File: src/rtl/csfrp_pkg.sv
`timescale 1ns / 1ps
// ----------------------------------------------------------------------------
// csfrp_pkg
// Shared types and constants for the checksum frame resync parser.
// ----------------------------------------------------------------------------
package csfrp_pkg;

    localparam int FRAME_LEN = 9;
    localparam int WIN_LEN   = FRAME_LEN - 1;
    localparam int COUNT_W   = $clog2(WIN_LEN + 1);
    localparam int IDX_W     = $clog2(WIN_LEN);

    localparam logic [7:0] CMD_SAMPLE = 8'h48;
    localparam logic [7:0] CMD_CLOCK  = 8'h50;

    localparam int TDATA_W = 64;
    localparam int TUSER_W = 2;

    typedef enum logic [1:0] {
        KIND_SAMPLE = 2'd0,
        KIND_CLOCK  = 2'd1,
        KIND_OTHER  = 2'd2
    } t_kind;

    typedef struct packed {
        t_kind       frame_kind;
        logic [15:0] tick_count;
        logic [31:0] epoch_count;
        logic [7:0]  value_byte;
        logic [7:0]  command_code;
    } t_frame;

endpackage

File: src/rtl/csfrp_in_reg.sv
`timescale 1ns / 1ps
// ----------------------------------------------------------------------------
// csfrp_in_reg
// Input register: holds one received byte until the window stage takes it.
// ----------------------------------------------------------------------------
module csfrp_in_reg (
    input  logic       i_clk,
    input  logic       i_rst_n,
    input  logic       i_valid,
    output logic       o_ready,
    input  logic [7:0] i_data,
    output logic       o_valid,
    output logic [7:0] o_data,
    input  logic       i_take
);
    logic       r_valid;
    logic [7:0] r_data;

    assign o_ready = !r_valid || i_take;
    assign o_valid = r_valid;
    assign o_data  = r_data;

    always_ff @(posedge i_clk) begin
        if (!i_rst_n) begin
            r_valid <= 1'b0;
        end else if (o_ready) begin
            r_valid <= i_valid;
        end
    end

    always_ff @(posedge i_clk) begin
        if (i_valid && o_ready) begin
            r_data <= i_data;
        end
    end

endmodule

File: src/rtl/csfrp_window.sv
`timescale 1ns / 1ps
// ----------------------------------------------------------------------------
// csfrp_window
// Byte window, checksum test and frame decode; one byte per enabled cycle.
// ----------------------------------------------------------------------------
module csfrp_window (
    input  logic              i_clk,
    input  logic              i_rst_n,
    input  logic              i_en,
    input  logic [7:0]        i_byte,
    output logic              o_push,
    output csfrp_pkg::t_frame o_frame
);
    import csfrp_pkg::*;

    logic [7:0]         r_win [WIN_LEN];
    logic [COUNT_W-1:0] r_count;
    logic [COUNT_W-1:0] n_count;
    logic               w_full;
    logic [7:0]         w_sum;
    logic               w_match;

    assign w_full = (r_count >= COUNT_W'(WIN_LEN));

    // Sum of bytes 1 to 7, wrapping at 8 bits
    assign w_sum = ((r_win[1] + r_win[2]) + (r_win[3] + r_win[4]))
                 + ((r_win[5] + r_win[6]) + r_win[7]);

    assign w_match = w_full && (w_sum == i_byte);
    assign o_push  = i_en && w_match;

    always_comb begin
        o_frame.command_code = r_win[0];
        o_frame.value_byte   = r_win[1];
        o_frame.epoch_count  = {r_win[5], r_win[4], r_win[3], r_win[2]};
        o_frame.tick_count   = {r_win[7], r_win[6]};
        case (r_win[0])
            CMD_SAMPLE: o_frame.frame_kind = KIND_SAMPLE;
            CMD_CLOCK:  o_frame.frame_kind = KIND_CLOCK;
            default:    o_frame.frame_kind = KIND_OTHER;
        endcase
    end

    always_comb begin
        n_count = r_count;
        if (i_en) begin
            if (!w_full) begin
                n_count = r_count + COUNT_W'(1);
            end else if (w_match) begin
                n_count = '0;
            end else begin
                n_count = COUNT_W'(WIN_LEN);
            end
        end
    end

    always_ff @(posedge i_clk) begin
        if (!i_rst_n) begin
            r_count <= '0;
        end else begin
            r_count <= n_count;
        end
    end

    // Mismatch on a full window: drop the oldest byte and slide
    always_ff @(posedge i_clk) begin
        if (i_en) begin
            if (!w_full) begin
                r_win[r_count[IDX_W-1:0]] <= i_byte;
            end else if (!w_match) begin
                for (int k = 0; k < WIN_LEN - 1; k++) begin
                    r_win[k] <= r_win[k+1];
                end
                r_win[WIN_LEN-1] <= i_byte;
            end
        end
    end

    a_count_range: assert property (@(posedge i_clk) disable iff (!i_rst_n)
        r_count <= COUNT_W'(WIN_LEN))
        else $error("window count out of range");

    a_push_empties: assert property (@(posedge i_clk) disable iff (!i_rst_n)
        o_push |=> (r_count == '0))
        else $error("window not emptied after frame");

    a_slide_keeps_full: assert property (@(posedge i_clk) disable iff (!i_rst_n)
        (i_en && w_full && !o_push) |=> (r_count == COUNT_W'(WIN_LEN)))
        else $error("window lost fill after slide");

endmodule

File: src/rtl/csfrp_out_buf.sv
`timescale 1ns / 1ps
// ----------------------------------------------------------------------------
// csfrp_out_buf
// Two-entry output buffer: result register plus skid register.
// ----------------------------------------------------------------------------
module csfrp_out_buf (
    input  logic              i_clk,
    input  logic              i_rst_n,
    input  logic              i_push,
    input  csfrp_pkg::t_frame i_frame,
    output logic              o_ready,
    output logic              o_valid,
    input  logic              i_ready,
    output csfrp_pkg::t_frame o_frame
);
    import csfrp_pkg::*;

    logic   r_main_valid;
    logic   r_skid_valid;
    t_frame r_main;
    t_frame r_skid;
    logic   w_pop;

    assign o_ready = !r_skid_valid;
    assign o_valid = r_main_valid;
    assign o_frame = r_main;
    assign w_pop   = r_main_valid && i_ready;

    always_ff @(posedge i_clk) begin
        if (!i_rst_n) begin
            r_main_valid <= 1'b0;
            r_skid_valid <= 1'b0;
        end else if (w_pop) begin
            if (r_skid_valid) begin
                r_skid_valid <= 1'b0;
            end else begin
                r_main_valid <= i_push;
            end
        end else if (i_push) begin
            if (r_main_valid) begin
                r_skid_valid <= 1'b1;
            end else begin
                r_main_valid <= 1'b1;
            end
        end
    end

    always_ff @(posedge i_clk) begin
        if (w_pop) begin
            if (r_skid_valid) begin
                r_main <= r_skid;
            end else if (i_push) begin
                r_main <= i_frame;
            end
        end else if (i_push) begin
            if (r_main_valid) begin
                r_skid <= i_frame;
            end else begin
                r_main <= i_frame;
            end
        end
    end

    a_skid_needs_main: assert property (@(posedge i_clk) disable iff (!i_rst_n)
        r_skid_valid |-> r_main_valid)
        else $error("skid entry held without result entry");

    a_no_push_when_full: assert property (@(posedge i_clk) disable iff (!i_rst_n)
        r_skid_valid |-> !i_push)
        else $error("result pushed into full buffer");

    a_skid_moves_up: assert property (@(posedge i_clk) disable iff (!i_rst_n)
        (w_pop && r_skid_valid) |=> (r_main_valid && !r_skid_valid))
        else $error("skid entry lost on transaction");

endmodule

File: src/rtl/checksum_frame_resync_parser.sv
`timescale 1ns / 1ps
// ----------------------------------------------------------------------------
// checksum_frame_resync_parser
// Sliding-window additive checksum frame sync over a received byte stream.
//
// Channel   Dir  Signals                         Payload
// s         in   i_s_tvalid o_s_tready i_s_tdata  rx_byte
// m         out  o_m_tvalid i_m_tready o_m_tdata  frame fields, kind in o_m_tuser
//
// One byte per cycle sustained while the output buffer has room: input register, one window update per cycle.
// A frame is decoded as its last byte leaves the input register, then registered in the output buffer for m.
// Synchronous active-low reset empties the window and the buffers.
// A two-entry output buffer lets input continue while a frame waits;
// s stalls only when both entries are full.
// ----------------------------------------------------------------------------
module checksum_frame_resync_parser (
    input  logic                          i_clk,
    input  logic                          i_rst_n,
    input  logic                          i_s_tvalid,
    output logic                          o_s_tready,
    input  logic [7:0]                    i_s_tdata,  // [7:0] rx_byte
    output logic                          o_m_tvalid,
    input  logic                          i_m_tready,
    // [7:0] command_code, [15:8] value_byte, [47:16] epoch_count, [63:48] tick_count
    output logic [csfrp_pkg::TDATA_W-1:0] o_m_tdata,
    output logic [csfrp_pkg::TUSER_W-1:0] o_m_tuser   // [1:0] frame_kind
);
    import csfrp_pkg::*;

    logic       w_in_valid;
    logic [7:0] w_in_byte;
    logic       w_buf_ready;
    logic       w_take;
    logic       w_push;
    t_frame     w_frame;
    t_frame     w_out;

    assign w_take = w_in_valid && w_buf_ready;

    csfrp_in_reg u_in_reg (
        .i_clk   (i_clk),
        .i_rst_n (i_rst_n),
        .i_valid (i_s_tvalid),
        .o_ready (o_s_tready),
        .i_data  (i_s_tdata),
        .o_valid (w_in_valid),
        .o_data  (w_in_byte),
        .i_take  (w_take)
    );

    csfrp_window u_window (
        .i_clk   (i_clk),
        .i_rst_n (i_rst_n),
        .i_en    (w_take),
        .i_byte  (w_in_byte),
        .o_push  (w_push),
        .o_frame (w_frame)
    );

    csfrp_out_buf u_out_buf (
        .i_clk   (i_clk),
        .i_rst_n (i_rst_n),
        .i_push  (w_push),
        .i_frame (w_frame),
        .o_ready (w_buf_ready),
        .o_valid (o_m_tvalid),
        .i_ready (i_m_tready),
        .o_frame (w_out)
    );

    assign o_m_tdata = {w_out.tick_count, w_out.epoch_count,
                        w_out.value_byte, w_out.command_code};
    assign o_m_tuser = w_out.frame_kind;

endmodule
File: config.mk
export PLATFORM = sky130hd
export DESIGN_NAME = checksum_frame_resync_parser
export DESIGN_NICKNAME = d
export VERILOG_FILES = /design/src/rtl/csfrp_pkg.sv /design/src/rtl/csfrp_in_reg.sv /design/src/rtl/csfrp_window.sv /design/src/rtl/csfrp_out_buf.sv /design/src/rtl/checksum_frame_resync_parser.sv
export SDC_FILE = /design/constraint.sdc
export NUM_CORES = 1
export LEC_CHECK = 0
export BUFFER_PORTS_ARGS = -buffer_cell sky130_fd_sc_hd__buf_2
export CORE_MARGIN = 2
export CORE_UTILIZATION = 40
export CTS_BUF_LIST = sky130_fd_sc_hd__clkbuf_8 sky130_fd_sc_hd__clkbuf_16
export DETAILED_ROUTE_END_ITERATION = 12
export PLACE_DENSITY_LB_ADDON = 0.05
export SETUP_SLACK_MARGIN = 0.05
export SYNTH_ARGS = -nofsm -noshare
export SYNTH_HDL_FRONTEND = slang
export SYNTH_SLANG_ARGS = --single-unit
File: constraint.sdc
create_clock -name i_clk -period 23.8 [get_ports i_clk]
set_input_delay 1.19 -clock i_clk [delete_from_list [all_inputs] [get_ports i_clk]]
set_output_delay 1.19 -clock i_clk [all_outputs]
set_load 0.05 [all_outputs]
Yosys cells after proc, flatten, opt, wreduce, memory -nomap -nowiden
Memory sizes are Yosys's and may differ from the RTL's.
Cells that the tools add are included.
Operators by class
  shift operators: 0
  mux-type cells: 21
  reductions and logical operators: 16
  multipliers: 0
  eq/ne operators: 5
  magnitude comparators: 1
  bitwise operators: 2
  div/mod/pow operators: 0
  add/subtract/negate cells: 7
Operators with widths (number)
  two-way mux 66 bit: 5
  adder 8 bit: 6
  equality test 8 x 7 -> 1 bit, second input constant: 2
  two-way mux 1 bit: 11
  equality test 8 bit: 1
  two-way mux 4 bit: 2
  two-way mux 8 bit: 1
  OR reduction 8 bit: 1
  AND reduction 3 bit: 2
  logical AND 1 bit: 5
  adder 4 x 1 -> 4 bit, second input constant: 1
  greater-or-equal comparator 4 bit, second input constant: 1
  != test 2 bit, second input constant: 2
  case mux 2 bit (2 select lines): 1
  AND reduction 2 bit: 2
  nonzero test 2 bit: 2
  two-way mux 3 bit: 1
  zero test 1 bit: 2
  NOT 1 bit: 2
  OR reduction 2 bit: 1
  logical OR 1 bit: 1
Word-level totals
  register bits: 147
  ROM bits: 0
  memories: 1
  output and inout bits: 68
  latch bits: 0
  bits in writable memories: 64
  input port bits: 12
Memories
  u_window.r_win: words 8, bits a word 8, read ports 8, clocked after memory_dff 0, wr ports 8, RTL line csfrp_window.sv:16  | logic [7:0] r_win [WIN_LEN];

Longest topological paths before layout
  depth after elaboration: 11
  depth in mapped cells: 18
  depth with buffers taken out: 16

Cells and area by module
Synthesis repeated with hierarchy kept, for this count alone.
Unflattened totals
  cell total of the unflattened synthesis: 525
  area total of the unflattened synthesis: 9693.0 µm²
Modules (own cells, without submodules)
  csfrp_out_buf: seq. area each 4003.8 µm², times used 1, area each 5023.6 µm², cells each 219
  csfrp_window: seq. area each 2001.9 µm², times used 1, area each 4365.4 µm², cells each 292
  csfrp_in_reg: seq. area each 260.2 µm², times used 1, area each 297.8 µm², cells each 13
  checksum_frame_resync_parser: seq. area each 0.0 µm², times used 1, area each 6.3 µm², cells each 1

Least setup slack after synthesis
No wires, ideal clock.
  kind: reg-to-reg
  start point: memory u_window.r_win[2][1]
  end point: register u_out_buf.r_skid[0] (netlist bit) (enable)
  data required time: 23.213 ns
  buffers on the path: 0
  stages on the path, launching flop included: 15
  arrival: 8.794 ns
  clock period less this slack: 9.381 ns
  setup time: 0.587 ns
  setup slack: 14.419 ns
  cell sequence: edfxtp_1 > fa_1 > inv_1 > fa_1 > fa_1 > inv_1 > ha_1 > ha_1 > fa_1 > a21o_1 > a21oi_1 > xnor2_1 > nor4_2 > nand4b_1 > nor3b_1
RTL lines
  from (decl): RTL line csfrp_window.sv:16
  to (signal assigned): RTL line csfrp_out_buf.sv:57  | r_skid <= i_frame;
  to (decl): RTL line csfrp_out_buf.sv:21  | t_frame r_skid;

==> reports/qor.yml <==
run:
  drv_cap: 0
power:
  p_per_area_nw_per_um2: 69.0
  seqPwrFrac_pct: 54.4
  pwr-share-clk_pct: 43.2
  ir_worst_vdd_v: 0.0000329
  intPower_mw: 0.602
  p_sw_mw: 0.151
  combPwrFrac_pct: 2.3
  p_sw_share_pct: 20.0
  p_leak_nw: 3.93
synthesis:
  synthMuxAreaShare_pct: 15.9
  synth_seq_cells: 211
  syn_inst: 525
  syn_avg_cell_area_um2: 18.1
  ys_warn_count: 0
  synth_simple_gate_area_share_pct: 2.15
  async_flop_share_pct: 0
  synth_fa_ha_area_share_pct: 8.21
  syn-num-nets: 580
  netlist_area_um2: 9480
  synth_compound_area_share_pct: 2.02
  synth_xor_area_share_pct: 2.37
  synth-edff-count: 204
  synth_top_family_by_area: "multiplexers"
  ys.flop_type: "edfxtp_1"
  yosysSeqAreaShare_pct: 66.1
  yosysUniqueCellTypes: 42
final_layout:
  fill_cells: 2090
  final_util_pct: 46.6
  final_cell_mix: "edfxtp_1 (204), mux2_2 (81), buf_2 (79), inv_1 (41), mux2_4 (40)"
  antenna_cells: 0
  finalNonFillerCells: 950
  drive_gt1_share_pct: 39.5
  layout_commonest_cell: "edfxtp_1"
  multi_input_area_um2: 2940
  nets: 673
  register_area_um2: 6270
  syn2layout_area_growth_pct: 15.0
floorplan:
  die_w_um: 158
  core_region_area_um2: 23400
  die_area_um2: 25000
  start_util_pct: 40.5
  io_pins: 80
  die_y_um: 158
  rows: 56
timing:
  min_period_ns: 6.08
  post-route-period-util_pct: 25.5
  clock_skew_ns: 0.0153
  max_freq_mhz: 164
  worst_pin_slew_ns: 1.24
  timing.final.hold_violations: 0
  slew_headroom_pct: 17.2
  finalSetupViolCount: 0
  slew_viol_final: 0
  rsz0062_at_grt: "no"
  tns_ns: 0
cts:
  ctsResizeCount: 0
  cts_max_path_buffers: 3
  htreeDepth: 1
  cts_buffers: 23
  path_clk_slew_ns: 0.06
  cts_hold_buf: 0
  clk_latency_ns: 0.51
  cts_tree: "done"
  postCtsSetupBuffers: 0
  cts_root_buf: "clkbuf_16"
  cts.sinks: 211
grt:
  grt_pass1_vias: 4820
  antenna_found_initial: 0
  grt_overflow: 0
  grt_max_degree: 68
  grt_first_pass_wirelength_um: 28300
  grt_use_total_pct: 14.8
critical_path:
  cp.arrival_ns: 6.33
  worst-path-buf-inv: 3
  crit_path_max_fanout: 32
  critical_path_class: "flip-flop to flip-flop"
  cp-end-kind: "flip-flop"
  cp_common_cell: "fa_1"
  cp_top_family: "adder cells"
  start_kind: "flip-flop"
  cp_data_required_time_ns: 24.05
  cp_slowest_stage_delay_ns: 0.99
  path_cells: "fa_1 -> inv_1 -> fa_1 -> fa_1 -> inv_1 -> fa_1 -> fa_1 -> a21o_1 -> a21oi_1 -> o21ai_0 -> xnor2_1 -> a31oi_4 -> buf_4 -> mux2_2"
  worst_path_max_delay_cell: "a31oi_4"
placed_design:
  portBuffers: 79
  post-dp-hpwl_um: 12100
  globalplace.congestion: 0.722
  numPlacedInstances: 912
routing:
  drc: 0
  drt_iter0_drc: 195
  ant_nets: 0
  wl_per_cell_um: 18.6
  viasPerCell: 4.80
  wl_um: 17700
  dr.pass1.iters: 4
  vias: 4559
worst_hold_path:
  min_path_type: "flip-flop to flip-flop"
status:
  status: "finished clean"
## routing by layer
metal / up-vias / wire, µm / share of wire, % / track usage, %
met5: - / 0 / 0 / 0
met3: 23 / 688 / 3.9 / 2.38
met2: 77 / 9040 / 51 / 25.5
met4: 0 / 319 / 1.8 / 3.99
li1: 2128 / - / - / -
met1: 2331 / 7630 / 43 / 19.5
## synth_stat cells (all sizes together), types with 2 or more instances
master	instances	area [µm²]
a31oi	3	25.0
dfxtp	7	140
inv	40	150
nand2	13	48.8
nand4	2	12.5
o32ai	2	17.5
ha	11	138
o21ai	9	45.0
o22ai	5	31.3
mux2	121	1510
nor2	5	18.8
clkbuf	8	30.0
nor3	2	10.0
fa	32	641
a21oi	4	20.0
xor2	4	35.0
a21boi	3	22.5
xnor2	14	123
buf	13	126
nand2b	2	12.5
nor2b	2	12.5
and2	2	12.5
xnor3	3	67.6
edfxtp	204	6130
nand3	3	15.0
## final timing paths
check                                           from                   end  slack, ns  cells after the start
worst max-delay path            u_window.r_win[2][2]  u_window.r_win[6][7]      17.72                     14
worst min-delay path            u_window.r_win[0][5]   u_out_buf.r_skid[5]       0.50                      0
worst max register to register  u_window.r_win[2][2]  u_window.r_win[6][7]      17.72                     14
worst min register to register  u_window.r_win[0][5]   u_out_buf.r_skid[5]       0.50                      0
## stage by stage
step           power [mW]  cell area, µm²  hold slack (ns)  setup WS (ns)
3_5_place_dp        0.435           10200            0.468          17.68
5_1_grt             0.780           10900            0.507          17.40
4_1_cts             0.762           10900            0.493          17.67
6_report            0.753           10900            0.496          17.72
3_3_place_gp        0.435           10200            0.465          17.78
2_1_floorplan       0.430            9480            0.421          14.42
## registers in the layout, summed over array words and instances, names as in the netlist
name and count:
u_window.r_count 4, u_in_reg.o_data 8, u_out_buf.o_frame 66, u_in_reg.o_valid 1, u_out_buf.r_skid_valid 1, u_window.r_win 64, u_out_buf.o_valid 1, u_out_buf.r_skid 66
## power groups by stage
stage | registers (mW) | logic [mW] | clock network, mW
after floorplan | 0.415 | 0.0148 | 0
final | 0.410 | 0.0174 | 0.326
after detailed placement | 0.418 | 0.0176 | 0
after global placement | 0.418 | 0.0171 | 0
after CTS | 0.410 | 0.0177 | 0.335
after global routing | 0.410 | 0.0193 | 0.351
## kinds of logic (layout without fill, tap and decap cells)
kind of cell | after synthesis | count (layout)
AOI/OAI and AO/OA | 30 | 30
xor gates and xnor gates | 21 | 21
adders and majority gates | 43 | 43
buffers and inverters | 61 | 167
DFF | 211 | 211
muxes | 121 | 121
and+or+nand+nor | 38 | 38
## layout make-up
type,instances,area share (%)
Sequential cell,211,57.5
Multi-Input combinational cell,253,27.0
Clock buffer,23,5.28
Timing Repair Buffer,89,4.31
Tap cell,319,3.66
Inverter,40,1.38
Clock inverter,15,0.907
Note: power is estimated with default switching activity, not from simulation.
